[config.mk]
export PLATFORM = sky130hd
export DESIGN_NAME = rgb_to_cmyk_converter
export DESIGN_NICKNAME = d
export VERILOG_FILES = /design/src/rtc_pkg.sv /design/src/rtc_prep.sv /design/src/rtc_div.sv /design/src/rgb_to_cmyk_converter.sv
export SDC_FILE = /design/constraint.sdc
export NUM_CORES = 1
export LEC_CHECK = 0
export BUFFER_PORTS_ARGS = -buffer_cell sky130_fd_sc_hd__buf_2
export CAP_MARGIN = 10
export CORE_ASPECT_RATIO = 0.7
export CORE_MARGIN = 2
export CORE_UTILIZATION = 55
export DETAILED_ROUTE_END_ITERATION = 16
export MAX_ROUTING_LAYER = met4
export PLACE_DENSITY_LB_ADDON = 0.25
export SLEW_MARGIN = 40
export SYNTH_ARGS = -nofsm -noshare
export SYNTH_HDL_FRONTEND = slang
export SYNTH_SLANG_ARGS = --single-unit
[constraint.sdc]
create_clock -name clk -period 8.2 [get_ports clk]
set_input_delay 0.41 -clock clk [delete_from_list [all_inputs] [get_ports clk]]
set_output_delay 0.41 -clock clk [all_outputs]
set_load 0.05 [all_outputs]
[src/rtc_pkg.sv]
// Shared constants and item types for the RGB to CMYK converter.
// Used by rtc_prep, rtc_div and rgb_to_cmyk_converter; no dependencies.
`timescale 1ns / 1ps
`default_nettype none

package rtc_pkg;

    localparam int COMPONENT_BITS  = 8;
    localparam int FULL            = (1 << COMPONENT_BITS) - 1;
    // numerator 2*FULL*(P-X)+P stays below 2^(2W+1)
    localparam int NUM_W           = 2 * COMPONENT_BITS + 1;
    localparam int DIVISOR_W       = COMPONENT_BITS + 1;
    localparam int LANES           = 3;
    localparam int STEPS_PER_STAGE = 2;
    localparam int DIV_STAGES      = (COMPONENT_BITS + STEPS_PER_STAGE - 1) / STEPS_PER_STAGE;

    typedef logic [COMPONENT_BITS-1:0] comp_t;

    typedef struct packed {
        comp_t red;
        comp_t green;
        comp_t blue;
    } pixel_t;

    typedef struct packed {
        comp_t cyan;
        comp_t magenta;
        comp_t yellow;
        comp_t black;
    } cmyk_t;

    // Operands for the divider: lane 2 = red, 1 = green, 0 = blue
    typedef struct packed {
        logic [LANES-1:0][NUM_W-1:0] num;
        logic [DIVISOR_W-1:0]        divisor;
        comp_t                       black;
    } div_op_t;

endpackage

`default_nettype wire

[src/rtc_prep.sv]
// First pipeline stage: peak, black level and divider operands per pixel.
// Depends on rtc_pkg.
`timescale 1ns / 1ps
`default_nettype none

module rtc_prep (
    input  wire logic           clk,
    input  wire logic           rst_n,
    input  wire logic           in_valid,
    input  wire rtc_pkg::pixel_t pixel,
    output logic                out_valid,
    output rtc_pkg::div_op_t    op
);

    logic             valid_reg;
    rtc_pkg::div_op_t op_reg;
    rtc_pkg::div_op_t op_next;
    rtc_pkg::comp_t   peak;
    rtc_pkg::comp_t   rg_max;
    rtc_pkg::comp_t   comp [rtc_pkg::LANES];

    assign comp[2] = pixel.red;
    assign comp[1] = pixel.green;
    assign comp[0] = pixel.blue;

    always_comb
    begin
        rg_max = (pixel.green > pixel.red) ? pixel.green : pixel.red;
        peak   = (pixel.blue > rg_max) ? pixel.blue : rg_max;
    end

    always_comb
    begin
        logic [rtc_pkg::NUM_W-1:0] diff;
        for (int i = 0; i < rtc_pkg::LANES; i++)
        begin
            diff = rtc_pkg::NUM_W'(peak - comp[i]);
            // 2*FULL*d = (d << (W+1)) - (d << 1)
            op_next.num[i] = (diff << (rtc_pkg::COMPONENT_BITS + 1)) - (diff << 1)
                             + rtc_pkg::NUM_W'(peak);
        end
        // black pixel: numerators are zero, a unit divisor makes every ink zero
        if (peak == '0)
            op_next.divisor = rtc_pkg::DIVISOR_W'(1);
        else
            op_next.divisor = {peak, 1'b0};
        op_next.black = ~peak;
    end

    always_ff @(posedge clk or negedge rst_n)
    begin
        if (!rst_n)
            valid_reg <= 1'b0;
        else
            valid_reg <= in_valid;
    end

    always_ff @(posedge clk)
    begin
        op_reg <= op_next;
    end

    assign out_valid = valid_reg;
    assign op        = op_reg;

endmodule

`default_nettype wire

[src/rtc_div.sv]
// Pipelined restoring divider, three lanes sharing one divisor,
// STEPS_PER_STAGE quotient bits per register stage. Depends on rtc_pkg.
`timescale 1ns / 1ps
`default_nettype none

module rtc_div (
    input  wire logic           clk,
    input  wire logic           rst_n,
    input  wire logic           in_valid,
    input  wire rtc_pkg::div_op_t op,
    output logic                out_valid,
    output rtc_pkg::cmyk_t      ink
);

    localparam int NS = rtc_pkg::DIV_STAGES;

    logic [NS-1:0]                                              valid_reg;
    logic [NS-1:0][rtc_pkg::LANES-1:0][rtc_pkg::NUM_W-1:0]      rem_reg;
    logic [NS-1:0][rtc_pkg::LANES-1:0][rtc_pkg::COMPONENT_BITS-1:0] quo_reg;
    logic [NS-1:0][rtc_pkg::DIVISOR_W-1:0]                      divisor_reg;
    logic [NS-1:0][rtc_pkg::COMPONENT_BITS-1:0]                 black_reg;

    for (genvar s = 0; s < NS; s++)
    begin : g_stage
        logic                                                   valid_in;
        logic [rtc_pkg::LANES-1:0][rtc_pkg::NUM_W-1:0]          rem_in;
        logic [rtc_pkg::LANES-1:0][rtc_pkg::COMPONENT_BITS-1:0] quo_in;
        logic [rtc_pkg::DIVISOR_W-1:0]                          divisor_in;
        logic [rtc_pkg::COMPONENT_BITS-1:0]                     black_in;
        logic [rtc_pkg::LANES-1:0][rtc_pkg::NUM_W-1:0]          rem_next;
        logic [rtc_pkg::LANES-1:0][rtc_pkg::COMPONENT_BITS-1:0] quo_next;

        if (s == 0)
        begin : g_first
            assign valid_in   = in_valid;
            assign rem_in     = op.num;
            assign quo_in     = '0;
            assign divisor_in = op.divisor;
            assign black_in   = op.black;
        end
        else
        begin : g_chain
            assign valid_in   = valid_reg[s-1];
            assign rem_in     = rem_reg[s-1];
            assign quo_in     = quo_reg[s-1];
            assign divisor_in = divisor_reg[s-1];
            assign black_in   = black_reg[s-1];
        end

        // quotient fits in COMPONENT_BITS, so trial subtraction starts at the top bit
        always_comb
        begin
            logic [rtc_pkg::NUM_W-1:0] trial;
            rem_next = rem_in;
            quo_next = quo_in;
            for (int j = 0; j < rtc_pkg::STEPS_PER_STAGE; j++)
            begin
                if (rtc_pkg::COMPONENT_BITS - 1 - (s * rtc_pkg::STEPS_PER_STAGE + j) >= 0)
                begin
                    for (int l = 0; l < rtc_pkg::LANES; l++)
                    begin
                        trial = rtc_pkg::NUM_W'(divisor_in)
                                << (rtc_pkg::COMPONENT_BITS - 1 - (s * rtc_pkg::STEPS_PER_STAGE + j));
                        if (rem_next[l] >= trial)
                        begin
                            rem_next[l] = rem_next[l] - trial;
                            quo_next[l][rtc_pkg::COMPONENT_BITS - 1
                                        - (s * rtc_pkg::STEPS_PER_STAGE + j)] = 1'b1;
                        end
                    end
                end
            end
        end

        always_ff @(posedge clk or negedge rst_n)
        begin
            if (!rst_n)
                valid_reg[s] <= 1'b0;
            else
                valid_reg[s] <= valid_in;
        end

        always_ff @(posedge clk)
        begin
            rem_reg[s]     <= rem_next;
            quo_reg[s]     <= quo_next;
            divisor_reg[s] <= divisor_in;
            black_reg[s]   <= black_in;
        end
    end

    assign out_valid   = valid_reg[NS-1];
    assign ink.cyan    = quo_reg[NS-1][2];
    assign ink.magenta = quo_reg[NS-1][1];
    assign ink.yellow  = quo_reg[NS-1][0];
    assign ink.black   = black_reg[NS-1];

endmodule

`default_nettype wire

[src/rgb_to_cmyk_converter.sv]
// Top level of the RGB to CMYK converter: operand stage followed by the
// pipelined divider. Depends on rtc_pkg, rtc_prep and rtc_div.
`timescale 1ns / 1ps
`default_nettype none

// Converts one RGB pixel per clock to CMYK. busy is always low: a pixel may be
// started in every cycle. Each result passes the operand register and then the
// DIV_STAGES divider stages, in order, and is shown for one cycle with done high;
// the restoring divider resolves two quotient bits per register stage. The
// receiver cannot stall, so results must be taken when done is high. Inks are
// round(FULL*(P-X)/P) with P the peak component; an all zero pixel gives zero
// inks and full black.
module rgb_to_cmyk_converter (
    input  wire logic        clk,
    input  wire logic        rst_n,
    input  wire logic        start,
    output logic             busy,
    input  wire rtc_pkg::pixel_t pixel,
    output logic             done,
    output rtc_pkg::cmyk_t   ink
);

    logic             prep_valid;
    rtc_pkg::div_op_t prep_op;

    assign busy = 1'b0;

    rtc_prep u_prep (
        .clk       (clk),
        .rst_n     (rst_n),
        .in_valid  (start),
        .pixel     (pixel),
        .out_valid (prep_valid),
        .op        (prep_op)
    );

    rtc_div u_div (
        .clk       (clk),
        .rst_n     (rst_n),
        .in_valid  (prep_valid),
        .op        (prep_op),
        .out_valid (done),
        .ink       (ink)
    );

endmodule

`default_nettype wire
======== Word-level counts from Yosys, hierarchy flattened ========
Index checks and enable logic that the tools add are counted.
storage, ports and cells
  logic and storage cells ................. 145
  flip-flop bits (word level) ............. 345
  input bits .............................. 27
  output and inout bits ................... 34
cells by class
  $lt $le $gt $ge ......................... 26
  $add $sub $neg .......................... 30
  mux-type cells .......................... 30
  reduce and logical (&&, ||, !) cells .... 1
  bitwise operators ....................... 1
operators with widths
  kind                                              number
  17-bit 2-to-1 mux                                 21
  17-bit by 8-bit adder with 17-bit output          3
  17-bit by 10-bit >= comparator with 1-bit output  3
  17-bit by 11-bit >= comparator with 1-bit output  3
  17-bit by 12-bit >= comparator with 1-bit output  3
  17-bit by 13-bit >= comparator with 1-bit output  3
  17-bit by 14-bit >= comparator with 1-bit output  3
  17-bit by 15-bit >= comparator with 1-bit output  3
  17-bit by 16-bit >= comparator with 1-bit output  3
  17-bit by 9-bit >= comparator with 1-bit output   3
  17-bit by 10-bit subtractor with 17-bit output    3
  17-bit by 11-bit subtractor with 17-bit output    3
  17-bit by 12-bit subtractor with 17-bit output    3
  17-bit by 13-bit subtractor with 17-bit output    3
  17-bit by 14-bit subtractor with 17-bit output    3
  17-bit by 15-bit subtractor with 17-bit output    3
  17-bit by 16-bit subtractor with 17-bit output    3
  17-bit subtractor                                 3
  8-bit by 8-bit subtractor with 9-bit output       3
  8-bit > comparator                                2
  8-bit 2-to-1 mux                                  2
  8-bit logical NOT                                 1
  8-bit inverter                                    1
  1-bit 2-to-1 mux                                  7

======== Longest topological paths before layout ========
Gate-level depths: netlist of the first run.
  depth after elaboration ................. 7
  depth in mapped cells ................... 36
  gate-level depth less buffers ........... 35

======== By module ========
From an unflattened synthesis of the first run, not the netlist that was laid out.
unflattened totals
  cell total of the unflattened synthesis .. 2691
  area, all modules ....................... 23483.8 µm²
modules (own cells, without submodules)
  module                 seq. area each (µm²)  cells an instance  times used  area an instance (µm²)
  rtc_div                5545.3                2071               1           18193.7
  rtc_prep               1346.3                618                1           5278.8
  rgb_to_cmyk_converter  0.0                   2                  1           11.3

======== Least setup slack after synthesis of the first run ========
No wires, ideal clock.
  path type ............................... input -> register
  start point ............................. input pixel[17] (netlist bit)
  end point ............................... register u_prep.op_reg, in the netlist u_prep.op[50]
  data required time ...................... 8128 ps
  setup time .............................. 72 ps
  stages on the path ...................... 36
  setup slack ............................. 1370 ps
  buffers on the path ..................... 1
  arrival time ............................ 6758 ps
  cell sequence ........................... inv_1 > ha_1 > nor2b_1 > o21a_1 > o21a_1 > o21ai_0 > a31oi_2 > mux2i_1 > inv_1 > ha_1 > nor2b_1 > o21a_1 > o21a_1 > o21ai_0 > a21oi_1 > clkbuf_1 > mux2_2 > inv_1 > ha_1 > fa_1 > nor2b_1 > o21ai_0 > nand2b_1 > a21oi_1 > o21bai_1 > xor2_1 > inv_1 > ha_1 > a21oi_1 > a21boi_0 > a31oi_1 > nor4b_1 > o41ai_1 > o2111ai_1 > a21oi_1 > xnor2_1
RTL lines
  what                  RTL line                     text
  from (decl)           rgb_to_cmyk_converter.sv:18  input wire rtc_pkg::pixel_t pixel,
  to (signal assigned)  rtc_prep.sv:60               op_reg <= op_next;
  to (decl)             rtc_prep.sv:16               rtc_pkg::div_op_t op_reg;

==> results of run 1 <==
[cell families after synthesis]
logic type,after synthesis,synth area share [%]
xor+xnor,197,7.539
fa+ha+maj,326,18.61
compound gates,655,18.00
mux,105,5.095
simple gates,770,17.06
buf+inv,240,4.095
flops,337,29.59
other cells,1,0.01639
[repair_timing]
action,CTS,global route
resized for setup,0,0
hold buffers,2,0
setup buffers,0,0
endpoints found under the hold margin,6,0
[layout make-up]
cell class                 count  area share, %
antenna                        1       0.009994
timing repair buffer          70          1.529
clock inverter                14         0.8845
sequential                   337          27.05
multi-input combinational   2054          60.69
clock buffer                  48          3.978
inverter                     209          3.143
tap                          544          2.719
[critical path: cells and delay by family]
family	cells	cell delay [ps]
AO/OA/AOI/OAI	17	2960
multiplexers	2	720
XOR/XNOR	2	350
AND/OR/NAND/NOR	5	710
buffers and inverters	7	1060
adder cells (fa/ha/maj)	4	1340
[through the flow]
stage	area (sq um)	utilization, %	instances
after floorplan	22890	-	2631
after global placement	23790	57.96	3212
after detailed placement	23790	57.96	3212
after CTS	25020	60.98	3276
after global routing	25040	61.01	3277
final	25040	61.01	3277
[per-layer routing]
metal / track usage, % / part of all wire [%] / vias up / wire length (microns)
met5: - / 0 / - / 0
met4: 5.913 / 1.6 / 0 / 932
met3: 4.608 / 7.3 / 70 / 4112
met2: 39.00 / 40 / 534 / 22920
met1: 39.50 / 51 / 8901 / 28690
li1: - / - / 9560 / -
[worst min-delay path by stage]
stage                  start                             endpoint  cells after the start
floorplan              rst_n  u_div.g_stage[1].valid_in$_DFF_PN0_                      0
global placement       rst_n            u_div.out_valid$_DFF_PN0_                      1
detailed placement     rst_n            u_div.out_valid$_DFF_PN0_                      1
CTS                 pixel[0]              u_prep.op[9]$_SDFF_PP0_                      2
global route        pixel[0]              u_prep.op[9]$_SDFF_PP0_                      2
finish              pixel[0]              u_prep.op[9]$_SDFF_PP0_                      2
[layout by cell type (no fill, tap or decap), types with 15 or more instances in the layout]
cell type / Yosys / final
a211oi_1: 19 / 19
a21boi_0: 17 / 17
a21o_1: 51 / 51
a21oi_1: 205 / 205
a31oi_1: 16 / 16
buf_2: 12 / 59
clkbuf_16: 0 / 36
dfxtp_1: 332 / 332
fa_1: 24 / 24
ha_1: 302 / 302
inv_1: 206 / 206
mux2_2: 77 / 77
mux2i_1: 25 / 25
nand2_1: 179 / 179
nand2b_1: 49 / 49
nand3_1: 45 / 45
nand4_1: 29 / 29
nor2_1: 205 / 205
nor2b_1: 57 / 57
nor3_1: 56 / 56
nor4_1: 25 / 25
o21a_1: 47 / 47
o21ai_0: 160 / 160
o21bai_1: 15 / 15
o31ai_1: 18 / 18
or2_2: 16 / 16
or3_1: 22 / 22
xnor2_1: 130 / 130
xor2_1: 67 / 67
==> qor.yml, run 1 <==
run_status:
  status: "completed"
global_routing:
  antenna_found_initial: 1
  grt_use_total_pct: 27.11
  grt_pass1_vias: 18360
  grt_overflow: 0
  grt_max_degree: 22
  grt_pass1_wl_microns: 92260
route:
  antenna_left: 0
  drt_iter0_markers: 1481
  drtPass1Iterations: 6
  drc: 0
  wl_per_cell_microns: 17.29
  vias_per_cell: 5.818
  vias: 19070
  drt_wl_total_microns: 56660
cells_and_area:
  largest_reg_flops: 147
  seq_area_sq_um: 6771
  multi_input_area_sq_um: 15200
  layout.nets: 3060
  area_delta_synth_final_pct: 9.404
  nFillCells: 3508
  drive_above_1_share_pct: 9.517
sta:
  finalHoldViolCount: 0
  max_freq_mhz: 141.1
  setup_viol: 0
  tightest_slew_ps: 840.7
  maxSlewViolCount: 0
  fin_ws_ps: 1111
  whs_ps: 178.6
  timing.final.crit_share_pct: 86.45
  rsz0062_at_grt: "no"
  fin_crit_ps: 7089
  fin_tns_setup_ps: 0
  worst_slew_margin_rel_pct: 43.66
  finClkSkew_ps: 31.30
worst_setup_path:
  cp.required_ps: 8680
  rrSetupSlack_ps: 1360
  startpoint: "pixel[17]"
  worst_r2r_endpoint: "u_div.g_stage[2].rem_in[15]$_DFF_P_"
  rr_worst_depth: 20
  worstSetupStartpointType: "primary input"
  critPathMaxStageDelay_ps: 550
  endpoint: "u_prep.op[33]$_DFF_P_"
  path_class: "primary input to flop"
  cp_max_fo: 16
  worstReg2RegStart: "u_div.g_stage[1].divisor_in[1]$_DFF_P_"
  endpoint_kind: "flop"
  cp_slowest_cell: "o41ai_1"
  worstPathArrival_ps: 7570
die:
  num_rows: 62
  die_w_microns: 247.8
  core_sq_um: 41040
  die_area_sq_um: 43280
  start_util_pct: 55.77
  io-pin-count: 61
  die_h_microns: 174.7
yosys:
  syn_area_sq_um: 22890
  syn_nets: 2984
  synth.most_common_cell: "dfxtp_1"
  synthArstFlopShare_pct: 1.484
  yosys.cell_types.count: 91
  synth_cells: 2631
  synth_area_leaders: "dfxtp_1, ha_1, xnor2_1"
  synth_ff_type: "dfxtp_1"
  syn_area_per_cell_sq_um: 8.698
  ys_warn_count: 0
  synth_edf_count: 0
  yosysSeqAreaShare_pct: 29.59
  ys_seq_elements: 337
  yosysTopAreaCell: "dfxtp_1"
  synth_top_area_share_pct: 29.04
  synth_common_cells: "dfxtp_1, ha_1, inv_1"
clock_tree:
  clock_sinks: 337
  cts.path.max_buffers: 3
  path_clk_slew_ps: 60
  htreeDepth: 2
  cts_tree: "yes"
  clock_latency_ps: 550
  cts_buffers: 35
  cts-root-buf: "clkbuf_16"
hold_path:
  hold_class: "primary input to flop"
flow_run:
  maxCapViolCount: 0
placed_design:
  place.gp.congestion: 0.9426
  dp_hpwl_microns: 44870
  io_buffer_count: 59
  dp_worst_setup_slack_ps: 664.5
Power of run 1 is left out: the tool's default activity adds up to more than one toggle a clock period on the data nets, which glitch-free logic cannot reach.
==> run 2, diff against run 1 <==
--- a/config.mk
+++ b/config.mk
@@ -7,13 +7,14 @@
 export LEC_CHECK = 0
 export BUFFER_PORTS_ARGS = -buffer_cell sky130_fd_sc_hd__buf_2
 export CAP_MARGIN = 10
+export CELL_PAD_IN_SITES_DETAIL_PLACEMENT = 1
+export CELL_PAD_IN_SITES_GLOBAL_PLACEMENT = 2
 export CORE_ASPECT_RATIO = 0.7
 export CORE_MARGIN = 2
-export CORE_UTILIZATION = 55
+export CORE_UTILIZATION = 43
 export DETAILED_ROUTE_END_ITERATION = 16
 export MAX_ROUTING_LAYER = met4
 export PLACE_DENSITY_LB_ADDON = 0.25
-export SLEW_MARGIN = 40
 export SYNTH_ARGS = -nofsm -noshare
 export SYNTH_HDL_FRONTEND = slang
 export SYNTH_SLANG_ARGS = --single-unit
==> run 2 against run 1 <==
Net effect: first-iteration DRC count fell by 36%; non-clock buffer count rose by 2; clock-buffer cell count fell by 1; cell area rose by 1.2%; via count rose by 1.6%; clock skew fell by 16 ps; hold slack improved by 13 ps; die area rose by 27%; flip-flop and latch count did not move.
==> qor.yml, run 2 (synthesis gave the netlist of run 1 again) <==
sta:
  worst_slew_margin_rel_pct: 41.55
  setup_viol: 0
  max_freq_mhz: 137.4
  rsz0062_at_grt: "no"
  tightest_slew_ps: 871.9
  finClkSkew_ps: 14.91
  fin_tns_setup_ps: 0
  fin_crit_ps: 7276
  timing.final.crit_share_pct: 88.73
  whs_ps: 191.5
  maxSlewViolCount: 0
  finalHoldViolCount: 0
worst_setup_path:
  worstReg2RegStart: "u_div.g_stage[1].divisor_in[1]$_DFF_P_"
  cp_slowest_cell: "o41ai_1"
  endpoint_kind: "flop"
  path_class: "primary input to flop"
  worst_r2r_endpoint: "u_div.g_stage[2].rem_in[15]$_DFF_P_"
  worstSetupStartpointType: "primary input"
  worstPathArrival_ps: 7770
  cp_max_fo: 16
  rrSetupSlack_ps: 930
  critPathMaxStageDelay_ps: 610
  cp.required_ps: 8690
  rr_worst_depth: 20
cells_and_area:
  final_cell_mix: "dfxtp_1, ha_1, inv_1"
  final_util_pct: 48.36
  layout.nets: 3064
  drive_above_1_share_pct: 9.891
  multi_input_area_sq_um: 15180
  largest_reg_flops: 147
  layout_commonest_cell: "dfxtp_1"
  seq_area_sq_um: 6771
  area_delta_synth_final_pct: 10.68
  nFillCells: 6208
route:
  drc: 0
  drt_wl_total_microns: 67230
  antenna_left: 0
  drt_iter0_markers: 941
  vias_per_cell: 5.656
  vias: 19370
  wl_per_cell_microns: 19.63
  drtPass1Iterations: 5
placed_design:
  io_buffer_count: 59
  place.gp.congestion: 0.8907
  dp_hpwl_microns: 54430
die:
  num_rows: 70
  start_util_pct: 43.70
  die_w_microns: 279.7
  core_sq_um: 52380
  die_area_sq_um: 55110
  die_h_microns: 197.0
  io-pin-count: 61
clock_tree:
  path_clk_slew_ps: 70
  cts_buffers: 37
  cts.path.max_buffers: 3
  postCtsSetupRepairBufs: 0
  cts-root-buf: "clkbuf_16"
  postCtsResizedCells: 0
  clock_latency_ps: 560
  htreeDepth: 2
  clock_sinks: 337
  cts_hold_buffers: 2
  cts_tree: "yes"
flow_run:
  maxCapViolCount: 0
global_routing:
  grt_use_total_pct: 25.33
  antenna_found_initial: 1
  grt_pass1_vias: 20190
  grt_pass1_wl_microns: 108400
  grt_overflow: 0
  grt_max_degree: 22
run_status:
  status: "completed"
hold_path:
  hold_class: "primary input to flop"
  holdPathEnd: "u_prep.op[9]$_SDFF_PP0_"
  whs_path_depth: 2
  min-delay-start: "pixel[0]"
## run 2: how the worst max path moves through the flow
stage                                           startpoint                                   to  slack, ps
floorplan                                        pixel[17]                u_prep.op[50]$_DFF_P_       1370
global placement                                 pixel[17]                u_prep.op[50]$_DFF_P_        880
detailed placement                               pixel[17]                u_prep.op[33]$_DFF_P_        470
CTS                 u_div.g_stage[1].divisor_in[1]$_DFF_P_  u_div.g_stage[2].rem_in[15]$_DFF_P_       1020
global route                                     pixel[17]                u_prep.op[67]$_DFF_P_        420
finish                                           pixel[17]                u_prep.op[33]$_DFF_P_        920
## run 2: layer usage
metal / vias up / part of all wire, % / routed length (microns) / track usage, %
met5: - / 0 / 0 / -
met4: 0 / 1.4 / 943 / 4.734
met3: 71 / 4.2 / 2791 / 3.430
met2: 246 / 42 / 27900 / 37.65
met1: 9504 / 53 / 35590 / 36.73
li1: 9552 / - / - / -
## run 2: final cells by class
cell class              count  area share [%]
diodes                      1        0.009879
inverters                 209           3.107
flip-flops and latches    337           26.73
clock inverters            21           1.082
clock buffers              47           4.169
well taps                 684           3.379
multi-input cells        2054           59.95
repair buffers             72           1.571
## run 2: critical path, delay by kind of cell
family          cells  cell delay, ps
compound gates     17            3250
fa+ha+maj           4            1410
buf+inv             7            1050
mux                 2             690
simple gates        4             600
xor+xnor            2             360
## run 2: metrics by stage
step	instances	cell area, sq um	setup WS, ps
after floorplan	2631	22890	1370
after global placement	3354	23980	878.8
after detailed placement	3354	23980	471.8
after CTS	3424	25330	1015
after global routing	3424	25330	418.5
final	3425	25330	924.5
Power of run 2 is left out for the same reason.
